File: src/sv/sqc_pkg.sv
package sqc_pkg;

    // Length counter full scale; the counter width follows from it.
    localparam int LENGTH_MAX = 64;
    localparam int LEN_W      = $clog2(LENGTH_MAX + 1);

    localparam int FREQ_W = 11;
    localparam int PT_W   = FREQ_W + 3;

    // Actions
    localparam logic [2:0] ACT_WRITE  = 3'd0;
    localparam logic [2:0] ACT_READ   = 3'd1;
    localparam logic [2:0] ACT_TICK   = 3'd2;
    localparam logic [2:0] ACT_LENGTH = 3'd3;
    localparam logic [2:0] ACT_SWEEP  = 3'd4;
    localparam logic [2:0] ACT_ENV    = 3'd5;

    // Register indexes
    localparam logic [2:0] REG_SWEEP   = 3'd0;
    localparam logic [2:0] REG_DUTY    = 3'd1;
    localparam logic [2:0] REG_ENV     = 3'd2;
    localparam logic [2:0] REG_FREQ_LO = 3'd3;
    localparam logic [2:0] REG_FREQ_HI = 3'd4;

    localparam logic [7:0] DUTY_PATTERN [4] = '{8'h01, 8'h81, 8'h87, 8'h7E};

    typedef struct packed {
        logic [2:0] action;
        logic [2:0] reg_index;
        logic [7:0] write_data;
    } t_item;

    typedef struct packed {
        logic [7:0] read_data;
        logic [3:0] output_level;
        logic       channel_on;
    } t_result;

    // The sequencer plays the pattern from its top bit down.
    function automatic logic duty_bit(input logic [1:0] sel, input logic [2:0] step);
        logic [7:0] pat;
        pat = DUTY_PATTERN[sel];
        return pat[~step];
    endfunction

endpackage

File: src/sv/sqc_in_stage.sv
module sqc_in_stage (
    input  logic           i_clk,
    input  logic           i_rst_n,
    input  logic           i_valid,
    output logic           o_ready,
    input  sqc_pkg::t_item i_item,
    input  logic           i_pop,
    output logic           o_valid,
    output sqc_pkg::t_item o_item
);

    logic           r_valid;
    sqc_pkg::t_item r_item;
    logic           n_valid;

    assign o_ready = ~r_valid | i_pop;
    assign n_valid = (i_valid & o_ready) | (r_valid & ~i_pop);
    assign o_valid = r_valid;
    assign o_item  = r_item;

    always_ff @(posedge i_clk) begin
        if (!i_rst_n) begin
            r_valid <= 1'b0;
        end else begin
            r_valid <= n_valid;
        end
    end

    always_ff @(posedge i_clk) begin
        if (i_valid && o_ready) begin
            r_item <= i_item;
        end
    end

    a_held_item: assert property (@(posedge i_clk) disable iff (!i_rst_n)
        r_valid && !i_pop |=> r_valid && $stable(r_item))
        else $error("held item lost or changed");

endmodule

File: src/sv/sqc_core.sv
module sqc_core (
    input  logic             i_clk,
    input  logic             i_rst_n,
    input  logic             i_fire,
    input  sqc_pkg::t_item   i_item,
    output sqc_pkg::t_result o_result
);

    localparam int LEN_W  = sqc_pkg::LEN_W;
    localparam int FREQ_W = sqc_pkg::FREQ_W;
    localparam int PT_W   = sqc_pkg::PT_W;

    logic [2:0]        r_sweep_period_load, n_sweep_period_load;
    logic              r_sweep_subtract, n_sweep_subtract;
    logic [2:0]        r_sweep_shift, n_sweep_shift;
    logic [1:0]        r_duty_select, n_duty_select;
    logic [LEN_W-1:0]  r_length_count, n_length_count;
    logic [3:0]        r_volume_load, n_volume_load;
    logic              r_env_increase, n_env_increase;
    logic [2:0]        r_env_period_load, n_env_period_load;
    logic [FREQ_W-1:0] r_freq_value, n_freq_value;
    logic              r_length_on, n_length_on;
    logic              r_enabled, n_enabled;
    logic              r_sweep_active, n_sweep_active;
    logic [FREQ_W-1:0] r_shadow_freq, n_shadow_freq;
    logic [3:0]        r_sweep_timer, n_sweep_timer;
    logic [3:0]        r_env_timer, n_env_timer;
    logic              r_env_running, n_env_running;
    logic [3:0]        r_cur_volume, n_cur_volume;
    logic [PT_W-1:0]   r_period_timer, n_period_timer;
    logic [2:0]        r_duty_step, n_duty_step;
    logic              r_trigger_seen, n_trigger_seen;

    logic [FREQ_W-1:0] trig_freq;
    logic [FREQ_W:0]   trig_sweep;
    logic [FREQ_W:0]   sweep_first;
    logic [FREQ_W:0]   sweep_second;
    logic [3:0]        sweep_reload;
    logic [7:0]        rd;
    logic [LEN_W-1:0]  len_used;

    // Next sweep frequency; the top bit flags a result above the 11-bit range.
    function automatic logic [FREQ_W:0] sweep_calc(input logic [FREQ_W-1:0] s,
                                                    input logic sub,
                                                    input logic [2:0] sh);
        logic [FREQ_W-1:0] delta;
        delta = s >> sh;
        return sub ? ({1'b0, s} - {1'b0, delta}) : ({1'b0, s} + {1'b0, delta});
    endfunction

    function automatic logic [PT_W-1:0] period_reload(input logic [FREQ_W-1:0] f);
        logic [FREQ_W:0] span;
        span = (FREQ_W + 1)'(1 << FREQ_W) - {1'b0, f};
        return {span, 2'b00};
    endfunction

    assign trig_freq    = {i_item.write_data[2:0], r_freq_value[7:0]};
    assign trig_sweep   = sweep_calc(trig_freq, r_sweep_subtract, r_sweep_shift);
    assign sweep_first  = sweep_calc(r_shadow_freq, r_sweep_subtract, r_sweep_shift);
    assign sweep_second = sweep_calc(sweep_first[FREQ_W-1:0], r_sweep_subtract,
                                     r_sweep_shift);
    // A sweep period of zero counts as eight.
    assign sweep_reload = (r_sweep_period_load != 3'd0) ? {1'b0, r_sweep_period_load}
                                                        : 4'd8;
    assign len_used     = LEN_W'(sqc_pkg::LENGTH_MAX) - r_length_count;

    always_comb begin
        logic [7:0] d;
        logic [3:0] st_dec;
        logic [3:0] et_dec;
        d = i_item.write_data;
        st_dec = '0;
        et_dec = '0;
        rd = 8'd0;

        n_sweep_period_load = r_sweep_period_load;
        n_sweep_subtract    = r_sweep_subtract;
        n_sweep_shift       = r_sweep_shift;
        n_duty_select       = r_duty_select;
        n_length_count      = r_length_count;
        n_volume_load       = r_volume_load;
        n_env_increase      = r_env_increase;
        n_env_period_load   = r_env_period_load;
        n_freq_value        = r_freq_value;
        n_length_on         = r_length_on;
        n_enabled           = r_enabled;
        n_sweep_active      = r_sweep_active;
        n_shadow_freq       = r_shadow_freq;
        n_sweep_timer       = r_sweep_timer;
        n_env_timer         = r_env_timer;
        n_env_running       = r_env_running;
        n_cur_volume        = r_cur_volume;
        n_period_timer      = r_period_timer;
        n_duty_step         = r_duty_step;
        n_trigger_seen      = r_trigger_seen;

        case (i_item.action)
            sqc_pkg::ACT_WRITE: begin
                case (i_item.reg_index)
                    sqc_pkg::REG_SWEEP: begin
                        n_sweep_period_load = d[6:4];
                        n_sweep_subtract    = d[3];
                        n_sweep_shift       = d[2:0];
                    end
                    sqc_pkg::REG_DUTY: begin
                        n_duty_select  = d[7:6];
                        n_length_count = LEN_W'(sqc_pkg::LENGTH_MAX) - LEN_W'(d[5:0]);
                    end
                    sqc_pkg::REG_ENV: begin
                        n_volume_load     = d[7:4];
                        n_env_increase    = d[3];
                        n_env_period_load = d[2:0];
                    end
                    sqc_pkg::REG_FREQ_LO: begin
                        n_freq_value = {r_freq_value[FREQ_W-1:8], d};
                    end
                    sqc_pkg::REG_FREQ_HI: begin
                        n_length_on    = d[6];
                        n_freq_value   = trig_freq;
                        n_trigger_seen = d[7];
                        if (d[7]) begin
                            n_enabled = 1'b1;
                            if (r_length_count == '0) begin
                                n_length_count = LEN_W'(sqc_pkg::LENGTH_MAX);
                            end
                            n_period_timer = period_reload(trig_freq);
                            n_env_timer    = {1'b0, r_env_period_load};
                            n_cur_volume   = r_volume_load;
                            n_env_running  = 1'b1;
                            n_shadow_freq  = trig_freq;
                            n_sweep_timer  = sweep_reload;
                            n_sweep_active = (r_sweep_period_load != 3'd0) ||
                                             (r_sweep_shift != 3'd0);
                            // The overflow check on trigger can silence the channel at once.
                            if (r_sweep_shift != 3'd0 && trig_sweep[FREQ_W]) begin
                                n_enabled = 1'b0;
                            end
                        end
                    end
                    default: begin
                    end
                endcase
            end
            sqc_pkg::ACT_READ: begin
                case (i_item.reg_index)
                    sqc_pkg::REG_SWEEP:
                        rd = {1'b0, r_sweep_period_load, r_sweep_subtract, r_sweep_shift};
                    sqc_pkg::REG_DUTY:
                        rd = {r_duty_select, len_used[5:0]};
                    sqc_pkg::REG_ENV:
                        rd = {r_volume_load, r_env_increase, r_env_period_load};
                    sqc_pkg::REG_FREQ_LO:
                        rd = r_freq_value[7:0];
                    sqc_pkg::REG_FREQ_HI:
                        rd = {r_trigger_seen, r_length_on, 3'b000, r_freq_value[10:8]};
                    default:
                        rd = 8'd0;
                endcase
            end
            sqc_pkg::ACT_TICK: begin
                if (r_period_timer <= PT_W'(1)) begin
                    n_period_timer = period_reload(r_freq_value);
                    n_duty_step    = r_duty_step + 3'd1;
                end else begin
                    n_period_timer = r_period_timer - PT_W'(1);
                end
            end
            sqc_pkg::ACT_LENGTH: begin
                if (r_length_on && r_length_count != '0) begin
                    n_length_count = r_length_count - LEN_W'(1);
                    if (r_length_count == LEN_W'(1)) begin
                        n_enabled = 1'b0;
                    end
                end
            end
            sqc_pkg::ACT_SWEEP: begin
                st_dec = (r_sweep_timer != 4'd0) ? r_sweep_timer - 4'd1 : 4'd0;
                n_sweep_timer = st_dec;
                if (st_dec == 4'd0) begin
                    n_sweep_timer = sweep_reload;
                    if (r_sweep_active && r_sweep_period_load != 3'd0) begin
                        if (sweep_first[FREQ_W]) begin
                            n_enabled = 1'b0;
                        end else if (r_sweep_shift != 3'd0) begin
                            n_shadow_freq = sweep_first[FREQ_W-1:0];
                            n_freq_value  = sweep_first[FREQ_W-1:0];
                            // A second look ahead from the new frequency.
                            if (sweep_second[FREQ_W]) begin
                                n_enabled = 1'b0;
                            end
                        end
                    end
                end
            end
            sqc_pkg::ACT_ENV: begin
                if (r_env_period_load != 3'd0) begin
                    et_dec = (r_env_timer != 4'd0) ? r_env_timer - 4'd1 : 4'd0;
                    n_env_timer = et_dec;
                    if (et_dec == 4'd0) begin
                        n_env_timer = {1'b0, r_env_period_load};
                        if (r_env_running) begin
                            if (r_env_increase && r_cur_volume != 4'd15) begin
                                n_cur_volume = r_cur_volume + 4'd1;
                            end else if (!r_env_increase && r_cur_volume != 4'd0) begin
                                n_cur_volume = r_cur_volume - 4'd1;
                            end
                            if (n_cur_volume == 4'd0 || n_cur_volume == 4'd15) begin
                                n_env_running = 1'b0;
                            end
                        end
                    end
                end
            end
            default: begin
            end
        endcase
    end

    always_comb begin
        o_result.read_data    = rd;
        o_result.output_level = (n_enabled && sqc_pkg::duty_bit(n_duty_select, n_duty_step))
                                ? n_cur_volume : 4'd0;
        o_result.channel_on   = n_enabled;
    end

    always_ff @(posedge i_clk) begin
        if (!i_rst_n) begin
            r_sweep_period_load <= '0;
            r_sweep_subtract    <= 1'b0;
            r_sweep_shift       <= '0;
            r_duty_select       <= '0;
            r_length_count      <= '0;
            r_volume_load       <= '0;
            r_env_increase      <= 1'b0;
            r_env_period_load   <= '0;
            r_freq_value        <= '0;
            r_length_on         <= 1'b0;
            r_enabled           <= 1'b0;
            r_sweep_active      <= 1'b0;
            r_shadow_freq       <= '0;
            r_sweep_timer       <= '0;
            r_env_timer         <= '0;
            r_env_running       <= 1'b0;
            r_cur_volume        <= '0;
            r_period_timer      <= '0;
            r_duty_step         <= '0;
            r_trigger_seen      <= 1'b0;
        end else if (i_fire) begin
            r_sweep_period_load <= n_sweep_period_load;
            r_sweep_subtract    <= n_sweep_subtract;
            r_sweep_shift       <= n_sweep_shift;
            r_duty_select       <= n_duty_select;
            r_length_count      <= n_length_count;
            r_volume_load       <= n_volume_load;
            r_env_increase      <= n_env_increase;
            r_env_period_load   <= n_env_period_load;
            r_freq_value        <= n_freq_value;
            r_length_on         <= n_length_on;
            r_enabled           <= n_enabled;
            r_sweep_active      <= n_sweep_active;
            r_shadow_freq       <= n_shadow_freq;
            r_sweep_timer       <= n_sweep_timer;
            r_env_timer         <= n_env_timer;
            r_env_running       <= n_env_running;
            r_cur_volume        <= n_cur_volume;
            r_period_timer      <= n_period_timer;
            r_duty_step         <= n_duty_step;
            r_trigger_seen      <= n_trigger_seen;
        end
    end

    a_length_expiry: assert property (@(posedge i_clk) disable iff (!i_rst_n)
        i_fire && i_item.action == sqc_pkg::ACT_LENGTH && r_length_on &&
        r_length_count == LEN_W'(1) |=> !r_enabled)
        else $error("length expiry did not stop the channel");

    a_idle_hold: assert property (@(posedge i_clk) disable iff (!i_rst_n)
        !i_fire |=> $stable(r_freq_value) && $stable(r_enabled) && $stable(r_cur_volume))
        else $error("channel state moved without a transfer");

    a_tick_count: assert property (@(posedge i_clk) disable iff (!i_rst_n)
        i_fire && i_item.action == sqc_pkg::ACT_TICK && r_period_timer > PT_W'(1)
        |=> r_period_timer == $past(r_period_timer) - PT_W'(1))
        else $error("period timer did not count down");

    a_trigger: assert property (@(posedge i_clk) disable iff (!i_rst_n)
        i_fire && i_item.action == sqc_pkg::ACT_WRITE &&
        i_item.reg_index == sqc_pkg::REG_FREQ_HI && i_item.write_data[7] &&
        r_sweep_shift == 3'd0 |=> r_enabled && r_length_count != '0)
        else $error("trigger did not start the channel");

endmodule

File: src/sv/sqc_out_stage.sv
module sqc_out_stage (
    input  logic             i_clk,
    input  logic             i_rst_n,
    input  logic             i_load,
    input  sqc_pkg::t_result i_result,
    output logic             o_can_load,
    output logic             o_valid,
    input  logic             i_ready,
    output sqc_pkg::t_result o_result
);

    logic             r_valid;
    sqc_pkg::t_result r_result;

    assign o_can_load = ~r_valid | i_ready;
    assign o_valid    = r_valid;
    assign o_result   = r_result;

    always_ff @(posedge i_clk) begin
        if (!i_rst_n) begin
            r_valid <= 1'b0;
        end else if (i_load) begin
            r_valid <= 1'b1;
        end else if (i_ready) begin
            r_valid <= 1'b0;
        end
    end

    always_ff @(posedge i_clk) begin
        if (i_load) begin
            r_result <= i_result;
        end
    end

endmodule

File: src/sv/square_wave_sound_channel.sv
// An accepted item waits in the input register; its result is registered in the output stage.
// Throughput: one item per cycle unless i_out_ready stalls; a single state pass per item.
// The input register is freed in the same cycle the result register takes its result.
// Reset (i_rst_n low, synchronous) clears all channel state and empties both stages.
module square_wave_sound_channel (
    input  logic       i_clk,
    input  logic       i_rst_n,
    input  logic       i_in_valid,
    output logic       o_in_ready,
    input  logic [2:0] i_action,
    input  logic [2:0] i_reg_index,
    input  logic [7:0] i_write_data,
    output logic       o_out_valid,
    input  logic       i_out_ready,
    output logic [7:0] o_read_data,
    output logic [3:0] o_output_level,
    output logic       o_channel_on
);

    sqc_pkg::t_item   in_item;
    sqc_pkg::t_item   stage_item;
    sqc_pkg::t_result core_result;
    sqc_pkg::t_result out_result;
    logic             stage_valid;
    logic             can_load;
    logic             fire;

    assign in_item.action     = i_action;
    assign in_item.reg_index  = i_reg_index;
    assign in_item.write_data = i_write_data;

    assign fire = stage_valid & can_load;

    sqc_in_stage u_in_stage (
        .i_clk   (i_clk),
        .i_rst_n (i_rst_n),
        .i_valid (i_in_valid),
        .o_ready (o_in_ready),
        .i_item  (in_item),
        .i_pop   (fire),
        .o_valid (stage_valid),
        .o_item  (stage_item)
    );

    sqc_core u_core (
        .i_clk    (i_clk),
        .i_rst_n  (i_rst_n),
        .i_fire   (fire),
        .i_item   (stage_item),
        .o_result (core_result)
    );

    sqc_out_stage u_out_stage (
        .i_clk      (i_clk),
        .i_rst_n    (i_rst_n),
        .i_load     (fire),
        .i_result   (core_result),
        .o_can_load (can_load),
        .o_valid    (o_out_valid),
        .i_ready    (i_out_ready),
        .o_result   (out_result)
    );

    assign o_read_data    = out_result.read_data;
    assign o_output_level = out_result.output_level;
    assign o_channel_on   = out_result.channel_on;

endmodule

File: config.mk
export PLATFORM = sky130hd
export DESIGN_NAME = square_wave_sound_channel
export DESIGN_NICKNAME = d
export VERILOG_FILES = /design/src/sv/sqc_pkg.sv /design/src/sv/sqc_in_stage.sv /design/src/sv/sqc_core.sv /design/src/sv/sqc_out_stage.sv /design/src/sv/square_wave_sound_channel.sv
export SDC_FILE = /design/constraint.sdc
export NUM_CORES = 1
export LEC_CHECK = 0
export ABC_CLOCK_PERIOD_IN_PS = 14210
export BUFFER_PORTS_ARGS = -buffer_cell sky130_fd_sc_hd__buf_2
export CAP_MARGIN = 20
export CORE_MARGIN = 10
export CORE_UTILIZATION = 30
export DETAILED_ROUTE_END_ITERATION = 6
export GPL_ROUTABILITY_DRIVEN = 0
export PLACE_DENSITY = 0.5
export SYNTH_ARGS = -nofsm -noshare
export SYNTH_HDL_FRONTEND = slang
export SYNTH_SLANG_ARGS = --single-unit
File: constraint.sdc
create_clock -name i_clk -period 14.21 [get_ports i_clk]
set_input_delay 0 -clock i_clk [delete_from_list [all_inputs] [get_ports i_clk]]
set_output_delay 0 -clock i_clk [all_outputs]
set_load 0.005 [all_outputs]
==> flow_summary_export.csv <==
group,metric,value,unit
run_status,status,"finished clean",
synth,synth-async-reset-ratio,0,
pwr,vdd_drop_max,0.05784,mV
synth,syn_area_per_cell,8.145,sq um
timing,setup_viol,0,
synth,synth_top_area_frac,0.1724,
worst_setup_path,critical_path.max_fanout,24,
worst_setup_path,cp_top_family,"compound AO/OA/AOI/OAI gates",
cells_and_area,syn2layout_area_growth,8.370,%
worst_setup_path,path_buf_inv,1,
worst_setup_path,cp.required,14320,ps
grt,grt_pass1_vias,8490,
cells_and_area,drive_above_1_share,0.1106,
floorplanning,die_y,198.2,microns
placed_design,io_buffers,32,
worst_setup_path,startpoint_type,"register",
cells_and_area,diodes,0,
clock_tree,clk_pin_slew,80,ps
synth,synth_edf_count,27,
drt,drt_wl_total,29750,microns
timing,final-hold-violation-count,0,
grt,antenna_found_initial,0,
drt,vias_per_cell,5.559,
grt,gr-total-overflow,0,
synth,netlist_area,9522,sq um
drt,drtIter0Drc,697,
timing,period_needed,8056,ps
clock_tree,clock_latency,370,ps
cells_and_area,multiInputGateArea,6496,sq um
clock_tree,tritoncts,"done",
drt,routedWlPerCell,18.97,microns
worst_setup_path,reg2reg_depth,26,
worst_setup_path,cp.arrival,8160,ps
timing,finalClockSkew,9.867,ps
floorplanning,start_util,0.3025,
placed_design,place_hpwl,21110,microns
floorplanning,die_x,198.2,microns
clock_tree,cts_sinks,109,
cells_and_area,fillerInstances,3280,
synth,yosysSeqAreaShare,0.2576,
clock_tree,cts_buffer_depth,2,
drt,ant_nets,0,
floorplanning,dieArea,39270,sq um
worst_setup_path,critical-path-max-stage-delay,850,ps
hold_path,min_path_cells,2,
clock_tree,cts_buffers,9,
cells_and_area,final_net_count,1223,
floorplanning,ios,33,
worst_setup_path,crit_path_end_kind,"register",
timing,rsz0062_at_grt,"false",
cells_and_area,final_common_cell,"nor2_1",
grt,track_usage,0.1519,
timing,slew_headroom,0.1851,
timing,holdWs,333.4,ps
drt,drc,0,
worst_setup_path,crit_slowest_cell,"xor2_1",
synth,synth_fp_nets,1231,
timing,worstMarginPinSlew,1192,ps
clock_tree,root_buffer,"clkbuf_16",
timing,slew_viol_final,0,
clock_tree,post-cts-setup-buffers,0,
synth,ys.warnings.count,0,
drt,vias,8717,
grt,grt_start_max_net_pins,79,
drt,drt-pass1-iter-count,5,
floorplanning,core-area,31470,sq um
timing,timing.final.crit_share,0.5669,
synth,ys_types,98,
floorplanning,fp-row-count,65,
clock_tree,htreeDepth,3,
cells_and_area,area.sequential,2452,sq um
cells_and_area,layout_common_cells,"nor2_1 (115), nand2_1 (103), dfxtp_1 (82), o21ai_0 (66), a21oi_1 (65)",
clock_tree,hold_buffers,17,
synth,synth_ff_type,"dfxtp_1",
synth,synth_area_leaders,"dfxtp_1 (17%), edfxtp_1 (8.5%), ha_1 (5.7%)",
synth,syn_inst,1169,
worst_setup_path,cp.depth,26,
pwr,power_density,74.92,nW/um^2
worst_setup_path,worstSetupPathType,"reg2reg",
run,maxCapViolCount,0,
synth,ys_seq_elements,109,
pwr,p_leak,0.003939,uW
grt,grt_pass1_wl,47750,microns
synth,synth_largest_area_cell,"dfxtp_1",
timing,max_freq,124.1,MHz
timing,fin_setup_tns,0,ps
hold_path,hp-class,"in2reg",
clock_tree,cts_resized,0,
pwr,p_total,773.1,uW
[synth_stat cells (9+ instances only)]
cell type,n
xnor2_1,26
clkbuf_1,55
mux2i_1,49
xor2_1,31
or3_1,10
and2_1,27
nor2b_1,39
nor4_1,12
o211a_1,17
dfxtp_1,82
mux4_2,10
a21o_1,12
o21ai_0,66
a21boi_0,15
nand2_1,103
a211oi_1,14
inv_1,35
nor2_1,115
nand2b_1,15
nand3_1,25
clkbuf_8,9
edfxtp_1,27
nor3_1,43
a21oi_1,65
mux2_2,12
a22oi_1,14
ha_1,43
a31oi_1,16
[report_power, final]
| group | switching, uW | internal, uW | leakage, uW |
|---|---|---|---|
| registers | 13.8 | 324 | 0.000921 |
| clock network | 136 | 124 | 0.000145 |
| logic | 104 | 71.6 | 0.00287 |
[registers in the layout, summed over array words and instances (netlist names), 2 cells and up]
register and flops:
u_core.r_volume_load 4, u_core.r_sweep_shift 3, u_core.r_duty_select 2, u_core.r_env_timer 4
u_core.r_sweep_timer 4, u_core.r_duty_step 3, u_core.r_sweep_period_load 3, u_core.r_length_count 7
u_in_stage.o_item 14, u_core.r_freq_value 11, u_core.r_period_timer 14, u_core.r_env_period_load 3
u_out_stage.o_result 13, u_core.r_cur_volume 4, u_core.r_shadow_freq 11
[routing by layer]
layer,vias to the layer above,track usage,share of wire
met2,208,0.2463,0.46
li1,4274,-,-
met1,4202,0.2044,0.48
met5,-,0,0
met3,33,0.02360,0.044
met4,0,0.04015,0.017
[worst paths after layout]
kind	from	endpoint	slack, ps
setup / recovery	u_core.r_sweep_shift[0]	u_out_stage.o_result[4]	6150
hold / removal	i_action[0]	u_in_stage.o_item[11]	330
setup reg to reg	u_core.r_sweep_shift[0]	u_out_stage.o_result[4]	6150
hold reg to reg	u_core.r_length_count[6]	u_core.r_length_count[6]	470
[cell type report]
cell class | count | share of cell area
Sequential cell | 109 | 0.2377
Multi-Input combinational cell | 942 | 0.6296
Clock inverter | 7 | 0.007154
Inverter | 38 | 0.01431
Timing Repair Buffer | 61 | 0.04074
Clock buffer | 9 | 0.02183
Tap cell | 402 | 0.04875
[cell families after synthesis]
kind of cell               Yosys count  synth area share
adders and majority gates           44           0.05861
AOI/OAI and AO/OA                  328            0.2451
DFF                                109            0.2576
buffers and inverters              118           0.06150
xor gates and xnor gates            57           0.05243
and+or+nand+nor                    441            0.2331
muxes                               72           0.09172
[through the flow]
stage                     worst slack (ps)  instances  cell area, sq um  utilization
after floorplan                       8032       1169              9522            -
after detailed placement              6339       1535              9849       0.3129
final                                 6154       1568             10320       0.3278
after global routing                  5563       1568             10320       0.3278
after global placement                6575       1534              9842       0.3127
after CTS                             6278       1568             10320       0.3278
Note: power is estimated with default switching activity, not from simulation.
